## src/lkvc_pkg.sv

```systemverilog
// Shared types and constants for the LRU key-value cache.
// Used by lkvc_ctrl, lkvc_dpath and lru_key_value_cache_top; depends on nothing.
`default_nettype none

package lkvc_pkg;

  localparam int unsigned CAP_W       = 5;
  localparam int unsigned DATA_W      = 32;
  localparam int unsigned IN_KEY_W    = 32;
  localparam logic [CAP_W-1:0] CAP_RESET = 5'd16;

  localparam logic CMD_GET = 1'b0;
  localparam logic CMD_PUT = 1'b1;

  // Step commands from the controller to the datapath.
  typedef struct packed {
    logic load;
    logic look;
    logic upd;
  } lkvc_cmd_t;

  // Status from the datapath back to the controller.
  typedef struct packed {
    logic is_put;
    logic out_busy;
  } lkvc_sts_t;

endpackage

`default_nettype wire

```

## src/lru_key_value_cache_top.sv

```systemverilog
// Top level of the LRU key-value cache: stream ports, controller and datapath.
// Depends on lkvc_pkg, lkvc_ctrl and lkvc_dpath.
//
// Requests arrive on the s_axis channel: tuser is the command (0 get, 1 put),
// tdata holds the key in bits 31:0 and the value in bits 63:32. Each get gives
// one result on the m_axis channel, tuser the hit flag and tdata the stored
// value, zero on a miss. Puts give no result. The capacity register is written
// on the cfg channel, which is always ready; the user must see that it is
// changed only while idle, and the block itself does not enforce this. An item
// passes through the transfer, the parallel key compare across all entries with
// the value memory read, and the recency and entry update. A result is valid in
// the cycle after the update. A new item is taken only once the last one has
// finished its update. The output register holds a result while the receiver
// stalls; a following put proceeds, and a following get waits in its update step.
// Reset empties the store, clears all recency ranks and sets capacity to 16;
// the block accepts items as soon as reset is released.
`default_nettype none

module lru_key_value_cache_top
  import lkvc_pkg::*;
#(
  parameter int unsigned DEPTH    = 16,
  parameter int unsigned KEY_BITS = 32
) (
  input  wire logic                        clk_i,
  input  wire logic                        rst_ni,
  input  wire logic                        s_axis_tvalid,
  output logic                             s_axis_tready,
  input  wire logic [IN_KEY_W+DATA_W-1:0]  s_axis_tdata,  // key, value
  input  wire logic                        s_axis_tuser,  // cmd
  output logic                             m_axis_tvalid,
  input  wire logic                        m_axis_tready,
  output logic [DATA_W-1:0]                m_axis_tdata,  // read_value
  output logic                             m_axis_tuser,  // hit
  input  wire logic                        cfg_valid_i,
  output logic                             cfg_ready_o,
  input  wire logic [CAP_W-1:0]            cfg_data_i     // capacity
);

  lkvc_cmd_t cmd;
  lkvc_sts_t sts;

  assign cfg_ready_o = 1'b1;

  lkvc_ctrl u_ctrl (
    .clk_i      (clk_i),
    .rst_ni     (rst_ni),
    .in_valid_i (s_axis_tvalid),
    .in_ready_o (s_axis_tready),
    .sts_i      (sts),
    .cmd_o      (cmd)
  );

  lkvc_dpath #(
    .DEPTH    (DEPTH),
    .KEY_BITS (KEY_BITS)
  ) u_dpath (
    .clk_i       (clk_i),
    .rst_ni      (rst_ni),
    .cmd_i       (cmd),
    .sts_o       (sts),
    .in_cmd_i    (s_axis_tuser),
    .in_key_i    (s_axis_tdata[IN_KEY_W-1:0]),
    .in_value_i  (s_axis_tdata[IN_KEY_W+DATA_W-1:IN_KEY_W]),
    .cfg_valid_i (cfg_valid_i),
    .cfg_data_i  (cfg_data_i),
    .out_valid_o (m_axis_tvalid),
    .out_ready_i (m_axis_tready),
    .out_hit_o   (m_axis_tuser),
    .out_value_o (m_axis_tdata)
  );

endmodule

`default_nettype wire

```

## src/lkvc_ctrl.sv

```systemverilog
// Controller state machine for the LRU key-value cache: accept, lookup, update.
// Depends on lkvc_pkg for the command and status structs.
`default_nettype none

module lkvc_ctrl
  import lkvc_pkg::*;
(
  input  wire logic      clk_i,
  input  wire logic      rst_ni,
  input  wire logic      in_valid_i,
  output logic           in_ready_o,
  input  wire lkvc_sts_t sts_i,
  output lkvc_cmd_t      cmd_o
);

  typedef enum logic [2:0] {
    ST_IDLE = 3'b001,
    ST_LOOK = 3'b010,
    ST_UPD  = 3'b100
  } state_e;

  state_e state_q, state_d;

  always_comb begin
    in_ready_o = (state_q == ST_IDLE);
    cmd_o.load = in_ready_o && in_valid_i;
    cmd_o.look = (state_q == ST_LOOK);
    cmd_o.upd  = (state_q == ST_UPD) && (sts_i.is_put || !sts_i.out_busy);
  end

  always_comb begin
    state_d = state_q;
    unique case (state_q)
      ST_IDLE: begin
        if (in_valid_i) state_d = ST_LOOK;
      end
      ST_LOOK: begin
        state_d = ST_UPD;
      end
      ST_UPD: begin
        if (cmd_o.upd) state_d = ST_IDLE;
      end
      default: begin
        state_d = ST_IDLE;
      end
    endcase
  end

  always_ff @(posedge clk_i or negedge rst_ni) begin
    if (!rst_ni) begin
      state_q <= ST_IDLE;
    end else begin
      state_q <= state_d;
    end
  end

endmodule

`default_nettype wire

```

## src/lkvc_dpath.sv

```systemverilog
// Datapath of the LRU key-value cache: key array with parallel compare, recency ranks,
// value memory, capacity register and output register. Depends on lkvc_pkg.
`default_nettype none

module lkvc_dpath
  import lkvc_pkg::*;
#(
  parameter int unsigned DEPTH    = 16,
  parameter int unsigned KEY_BITS = 32
) (
  input  wire logic                  clk_i,
  input  wire logic                  rst_ni,
  input  wire lkvc_cmd_t             cmd_i,
  output lkvc_sts_t                  sts_o,
  input  wire logic                  in_cmd_i,
  input  wire logic [IN_KEY_W-1:0]   in_key_i,
  input  wire logic [DATA_W-1:0]     in_value_i,
  input  wire logic                  cfg_valid_i,
  input  wire logic [CAP_W-1:0]      cfg_data_i,
  output logic                       out_valid_o,
  input  wire logic                  out_ready_i,
  output logic                       out_hit_o,
  output logic [DATA_W-1:0]          out_value_o
);

  localparam int unsigned RW = (DEPTH > 1) ? $clog2(DEPTH) : 1;
  localparam int unsigned OW = $clog2(DEPTH + 1);
  localparam int unsigned CW = (OW > CAP_W) ? OW : CAP_W;

  logic                cmd_q;
  logic [KEY_BITS-1:0] key_q;
  logic [DATA_W-1:0]   val_q;

  logic [KEY_BITS-1:0] key_mem [DEPTH];
  logic [DATA_W-1:0]   val_mem [DEPTH];
  logic [RW-1:0]       rank_q  [DEPTH];
  logic [DEPTH-1:0]    valid_q;
  logic [OW-1:0]       occ_q;
  logic [CAP_W-1:0]    cap_q;

  logic [DEPTH-1:0] match, victim, free_oh, tgt_oh;
  logic             hit, need_evict;
  logic [RW-1:0]    hit_idx, hit_rank, tgt_idx, occ_m1;
  logic [CW-1:0]    cap_ext, eff_cap;
  logic signed [IN_KEY_W-1:0] key_in;

  logic             hit_q, evict_q;
  logic [RW-1:0]    hit_rank_q, tgt_idx_q;
  logic [DEPTH-1:0] tgt_oh_q;
  logic [DATA_W-1:0] rdata_q;

  logic             out_valid_q, out_hit_q;
  logic [DATA_W-1:0] out_value_q;

  assign key_in = in_key_i;

  always_comb begin
    cap_ext = CW'(cap_q);
    if (cap_q == '0) begin
      eff_cap = CW'(1);
    end else if (cap_ext > CW'(DEPTH)) begin
      eff_cap = CW'(DEPTH);
    end else begin
      eff_cap = cap_ext;
    end
    need_evict = CW'(occ_q) >= eff_cap;
    occ_m1     = RW'(occ_q - OW'(1));
    free_oh    = ~valid_q & (valid_q + DEPTH'(1));
    hit_idx    = '0;
    hit_rank   = '0;
    for (int i = 0; i < DEPTH; i++) begin
      match[i]  = valid_q[i] && (key_mem[i] == key_q);
      victim[i] = valid_q[i] && (rank_q[i] == occ_m1);
      if (match[i]) begin
        hit_idx  = hit_idx | RW'(i);
        hit_rank = hit_rank | rank_q[i];
      end
    end
    hit = |match;
    if (hit) begin
      tgt_oh = match;
    end else if (need_evict) begin
      tgt_oh = victim;
    end else begin
      tgt_oh = free_oh;
    end
    tgt_idx = '0;
    for (int i = 0; i < DEPTH; i++) begin
      if (tgt_oh[i]) tgt_idx = tgt_idx | RW'(i);
    end
  end

  always_ff @(posedge clk_i) begin
    if (cmd_i.load) begin
      cmd_q <= in_cmd_i;
      key_q <= KEY_BITS'(key_in);
      val_q <= in_value_i;
    end
    if (cmd_i.look) begin
      hit_q      <= hit;
      evict_q    <= need_evict;
      hit_rank_q <= hit_rank;
      tgt_idx_q  <= tgt_idx;
      tgt_oh_q   <= tgt_oh;
    end
  end

  always_ff @(posedge clk_i) begin
    if (cmd_i.look) begin
      rdata_q <= val_mem[hit_idx];
    end
    if (cmd_i.upd && (cmd_q == CMD_PUT)) begin
      val_mem[tgt_idx_q] <= val_q;
    end
  end

  always_ff @(posedge clk_i) begin
    for (int i = 0; i < DEPTH; i++) begin
      if (cmd_i.upd && (cmd_q == CMD_PUT) && !hit_q && tgt_oh_q[i]) begin
        key_mem[i] <= key_q;
      end
    end
  end

  always_ff @(posedge clk_i or negedge rst_ni) begin
    if (!rst_ni) begin
      valid_q <= '0;
      occ_q   <= '0;
      for (int i = 0; i < DEPTH; i++) begin
        rank_q[i] <= '0;
      end
    end else if (cmd_i.upd) begin
      if (hit_q) begin
        for (int i = 0; i < DEPTH; i++) begin
          if (tgt_oh_q[i]) begin
            rank_q[i] <= '0;
          end else if (valid_q[i] && (rank_q[i] < hit_rank_q)) begin
            rank_q[i] <= rank_q[i] + RW'(1);
          end
        end
      end else if (cmd_q == CMD_PUT) begin
        for (int i = 0; i < DEPTH; i++) begin
          if (tgt_oh_q[i]) begin
            valid_q[i] <= 1'b1;
            rank_q[i]  <= '0;
          end else if (valid_q[i]) begin
            rank_q[i] <= rank_q[i] + RW'(1);
          end
        end
        if (!evict_q) occ_q <= occ_q + OW'(1);
      end
    end
  end

  always_ff @(posedge clk_i or negedge rst_ni) begin
    if (!rst_ni) begin
      cap_q <= CAP_RESET;
    end else if (cfg_valid_i) begin
      cap_q <= cfg_data_i;
    end
  end

  always_ff @(posedge clk_i or negedge rst_ni) begin
    if (!rst_ni) begin
      out_valid_q <= 1'b0;
    end else if (cmd_i.upd && (cmd_q == CMD_GET)) begin
      out_valid_q <= 1'b1;
    end else if (out_ready_i) begin
      out_valid_q <= 1'b0;
    end
  end

  always_ff @(posedge clk_i) begin
    if (cmd_i.upd && (cmd_q == CMD_GET)) begin
      out_hit_q   <= hit_q;
      out_value_q <= hit_q ? rdata_q : '0;
    end
  end

  assign sts_o.is_put   = (cmd_q == CMD_PUT);
  assign sts_o.out_busy = out_valid_q && !out_ready_i;
  assign out_valid_o    = out_valid_q;
  assign out_hit_o      = out_hit_q;
  assign out_value_o    = out_value_q;

  a_occ_matches_valid: assert property (@(posedge clk_i) disable iff (!rst_ni)
    OW'($countones(valid_q)) == occ_q)
    else $error("occupancy differs from the number of valid entries");

  a_key_unique: assert property (@(posedge clk_i) disable iff (!rst_ni)
    cmd_i.look |-> $onehot0(match))
    else $error("key present in more than one entry");

  a_victim_unique: assert property (@(posedge clk_i) disable iff (!rst_ni)
    (cmd_i.look && !hit && need_evict) |-> $onehot(victim))
    else $error("no single least recent entry to evict");

  a_free_slot: assert property (@(posedge clk_i) disable iff (!rst_ni)
    (cmd_i.look && !hit && !need_evict) |-> $onehot(free_oh))
    else $error("insert without a free slot");

  a_get_result: assert property (@(posedge clk_i) disable iff (!rst_ni)
    (cmd_i.upd && (cmd_q == CMD_GET)) |=> out_valid_q)
    else $error("lookup finished without a result");

endmodule

`default_nettype wire

```

## config.mk

```make
export PLATFORM = sky130hd
export DESIGN_NAME = lru_key_value_cache_top
export DESIGN_NICKNAME = d
export VERILOG_FILES = /design/src/lkvc_pkg.sv /design/src/lru_key_value_cache_top.sv /design/src/lkvc_ctrl.sv /design/src/lkvc_dpath.sv
export SDC_FILE = /design/constraint.sdc
export NUM_CORES = 2
export LEC_CHECK = 0
export BUFFER_PORTS_ARGS = -buffer_cell sky130_fd_sc_hd__buf_2
export CAP_MARGIN = 40
export CORE_MARGIN = 4
export CORE_UTILIZATION = 50
export DETAILED_ROUTE_END_ITERATION = 10
export PLACE_DENSITY_LB_ADDON = 0.12
export SETUP_SLACK_MARGIN = 0.3
export SYNTH_ARGS = -nofsm -noshare
export SYNTH_HDL_FRONTEND = slang
export SYNTH_SLANG_ARGS = --single-unit
```

## constraint.sdc

```tcl
create_clock -name clk_i -period 4.3 [get_ports clk_i]
set_clock_uncertainty 0.15 [all_clocks]
set_input_delay 0.645 -clock clk_i [delete_from_list [all_inputs] [get_ports clk_i]]
set_output_delay 0.645 -clock clk_i [all_outputs]
set_load 0.01 [all_outputs]
```

==> impl_metrics.json <==
{
  "r2r_start": "u_dpath.key_q[15]$_DFFE_PP_",
  "final_core_utilization": 0.599,
  "routed_via_density": 5.88,
  "syn_to_final_growth_pct": 18.5,
  "track_usage": 0.250,
  "die_area_um2": 114000,
  "avgSynthCellArea_um2": 16.0,
  "period_needed_ns": 3.95,
  "crit_fanout": 33,
  "drtPass1Iterations": 7,
  "netlist_instances": 3404,
  "crit_required_ns": 4.63,
  "drv_slew": 0,
  "gr-total-overflow": 0,
  "coreArea_um2": 108000,
  "numPlacedInstances": 4957,
  "synth_compound_gate_area_share": 0.0503,
  "synthXorXnorAreaFrac": 0.0933,
  "hold_viol_final": 0,
  "reg2reg_slack_ns": 0.35,
  "synthDistinctLibCells": 59,
  "tns_ns": 0,
  "fp.dieW_um": 338,
  "netlist_area_um2": 54400,
  "grt_pass1_wl_um": 208000,
  "max_freq_mhz": 253,
  "dp_slack_ns": 0.209,
  "ys_ff_latch": 1274,
  "yosysWarnings": 0,
  "rows": 120,
  "routedWlPerCell_um": 27.2,
  "yosys_most_used_dff": "edfxtp_1",
  "grt_pass1_vias": 31000,
  "min_period_over_period": 0.919,
  "holdCritPathClass": "in -> reg",
  "worstReg2RegEnd": "u_dpath.rdata_q[28]$_DFFE_PP_",
  "clk_latency_ns": 0.75,
  "route.detailed.drc": 0,
  "clkSinkCount": 1274,
  "cts_made_buffers": 137,
  "ys_seq_area_frac": 0.695,
  "grt_setup_unrepaired": "true",
  "grt_max_degree": 72,
  "diodes": 0,
  "cts_tree": "done",
  "critPathLaunchType": "flop",
  "gp_congestion": 0.892,
  "maxSlewHeadroom": 0.467,
  "r2r_cells": 14,
  "nets": 3994,
  "power_leakage_uw": 0.0243,
  "synth.area.mux_share": 0.0649,
  "synthAdderAreaFrac": 0.0163,
  "worstPathArrival_ns": 4.28,
  "worstSetupStartpoint": "u_dpath.key_q[15]$_DFFE_PP_",
  "instances_no_fill": 5352,
  "root_buffer": "clkbuf_16",
  "multiInputGateArea_um2": 15800,
  "outcome": "finished clean",
  "critPathCapture": "u_dpath.rdata_q[28]$_DFFE_PP_",
  "crit_path_end_kind": "flop",
  "design_area_um2": 64400,
  "setup_viol": 0,
  "yosys.area_share.simple": 0.0589,
  "die_height_um": 338,
  "io_buffers": 109,
  "dp_hpwl_um": 81400,
  "synth_edf_count": 1180,
  "criticalPathCategory": "reg -> reg",
  "syn-num-nets": 3550,
  "drive_gt1_frac": 0.203,
  "clockBufferDepth": 3,
  "drv_cap": 0,
  "dpl_cell_area_um2": 57800,
  "fin_ws_ns": 0.349,
  "htree_levels": 4,
  "ios": 111,
  "ir_drop_mv": 0.389,
  "antenna_found_initial": 3,
  "synth_top_family_by_area": "XOR/XNOR gates",
  "drt_iter0_markers": 3462,
  "tightest_slew_ns": 0.795,
  "final-seq-area_um2": 37800,
  "powerDensity_nw_per_um2": 478,
  "start_util": 0.506,
  "synthArstFlopShare": 0.0738,
  "nFillCells": 7995,
  "ant_nets": 0,
  "vias": 31500,
  "routed_wirelength_um": 146000,
  "cts.clk_slew.worst_paths_ns": 0.06
}
critical path: stages, from the launching register on:
cell and delay, ns:
edfxtp_1 0.46, buf_6 0.17, buf_4 0.13, xor2_2 0.16, nor4_1 0.09, nand4_1 0.23
nor3_2 0.10, or4_4 0.56, nor4_4 0.30, buf_4 0.17, buf_12 0.19, clkbuf_16 0.31
mux2_2 0.36, o211ai_1 0.15, o211ai_1 0.12
per-stage QoR:
stage | hold WS, ns | power, uW
2_1_floorplan | 0.199 | 17400
3_3_place_gp | 0.320 | 19100
3_5_place_dp | 0.296 | 19200
4_1_cts | 0.00150 | 30900
5_1_grt | 0.0216 | 31900
6_report | 0.0440 | 30800
routing by layer:
layer  vias up  part of all wire  track usage
met4         2             0.020       0.0688
met5         -          0.000055            0
met2      1198              0.46        0.388
li1      13800                 -            -
met3       201             0.067       0.0337
met1     16300              0.45        0.372
sequential cells by signal, summed over array words and instances, names as in the netlist, 4 cells and up:
| name | count |
|---|---|
| u_dpath.cap_ext | 5 |
| u_dpath.hit_rank_q | 4 |
| u_dpath.key_mem | 512 |
| u_dpath.key_q | 32 |
| u_dpath.occ_q | 5 |
| u_dpath.out_value_o | 32 |
| u_dpath.rank_q | 64 |
| u_dpath.rdata_q | 32 |
| u_dpath.tgt_idx_q | 4 |
| u_dpath.tgt_oh_q | 16 |
| u_dpath.val_mem | 512 |
| u_dpath.val_q | 32 |
| u_dpath.valid_q | 16 |
cell usage after synthesis (51+ instances only):
library cell / count / area, um2
buf_4: 52 / 390
ha_1: 71 / 888
mux2_2: 108 / 1220
nand3_1: 77 / 385
edfxtp_1: 1180 / 35400
nor3_1: 81 / 405
and2_1: 51 / 319
xnor2_1: 92 / 806
xor2_1: 487 / 4270
o21ai_0: 103 / 515
nor4_1: 110 / 688
mux2i_1: 224 / 2240
o211ai_1: 63 / 473
dfrtp_1: 92 / 2300
nand2_1: 100 / 375
area by class of cell:
cell class                 count  area share
clock buffer                 165      0.0568
clock inverter                75     0.00936
inverter                      27     0.00157
multi-input combinational   1947       0.245
sequential                  1274       0.587
tap                         1403      0.0273
timing repair buffer         461      0.0728
cells in the final DEF (no fill, tap or decap), drive strengths merged, types with 3 or more instances in the layout:
cell type       n
o21ai         103
edfxtp       1180
bufbuf         10
nand3          77
or3             3
nor4          111
nor2           48
a22o           46
o31ai           7
inv            33
and2           51
a221oi         16
ha             71
dfrtp          92
a21o           50
nand2         100
a2bb2oi        32
clkbuf        176
clkinv         57
a21oi          38
mux2i         224
nand2b         28
nor2b           3
buf           370
xor2          487
nor3           84
mux2          114
and4            4
or2            19
clkinvlp        4
o21a            3
bufinv          8
nand4          38
xnor2          92
or4            18
dlygate4sd3    70
o211ai         63
o41ai           4
timing repair:
item / in CTS / in global routing
resized for setup: 27 / 59
hold endpoints to repair: 130 / 0
pin swaps: 3 / 23
cloned: 11 / 12
setup endpoints to repair: 31 / 36
buffers inserted: 44 / 18
hold buffers: 70 / 0
power by group:
part,switching [uW],leakage [uW],internal (uW)
clock,4760,0.00208,6530
sequential,593,0.0119,14500
combinational,2740,0.0103,1690
total,8090,0.0243,22700
how the worst min path moves through the flow:
| stage | startpoint | depth (start not counted) | slack, ns | to |
|---|---|---|---|---|
| after floorplan | rst_ni | 0 | 0.20 | u_ctrl.state_q[1]$_DFFE_PN0P_ |
| after global placement | u_dpath.occ_q[4]$_DFFE_PN0P_ | 1 | 0.32 | u_dpath.occ_q[4]$_DFFE_PN0P_ |
| after detailed placement | rst_ni | 1 | 0.30 | u_dpath.cap_ext[0]$_DFFE_PN0P_ |
| after CTS | s_axis_tdata[31] | 1 | 0.002 | u_dpath.key_q[31]$_DFFE_PP_ |
| after global routing | s_axis_tdata[31] | 1 | 0.02 | u_dpath.key_q[31]$_DFFE_PP_ |
| final | s_axis_tdata[14] | 1 | 0.04 | u_dpath.key_q[14]$_DFFE_PP_ |
logic make-up (layout without fill, tap and decap cells):
kind of cell,after synthesis,count (layout)
other cells,1,1
simple gates,589,589
flops,1274,1274
xor+xnor,579,579
compound gates,369,369
fa+ha+maj,71,71
buf+inv,183,728
mux,338,338
No activity file was read; power rests on OpenSTA's default activity.
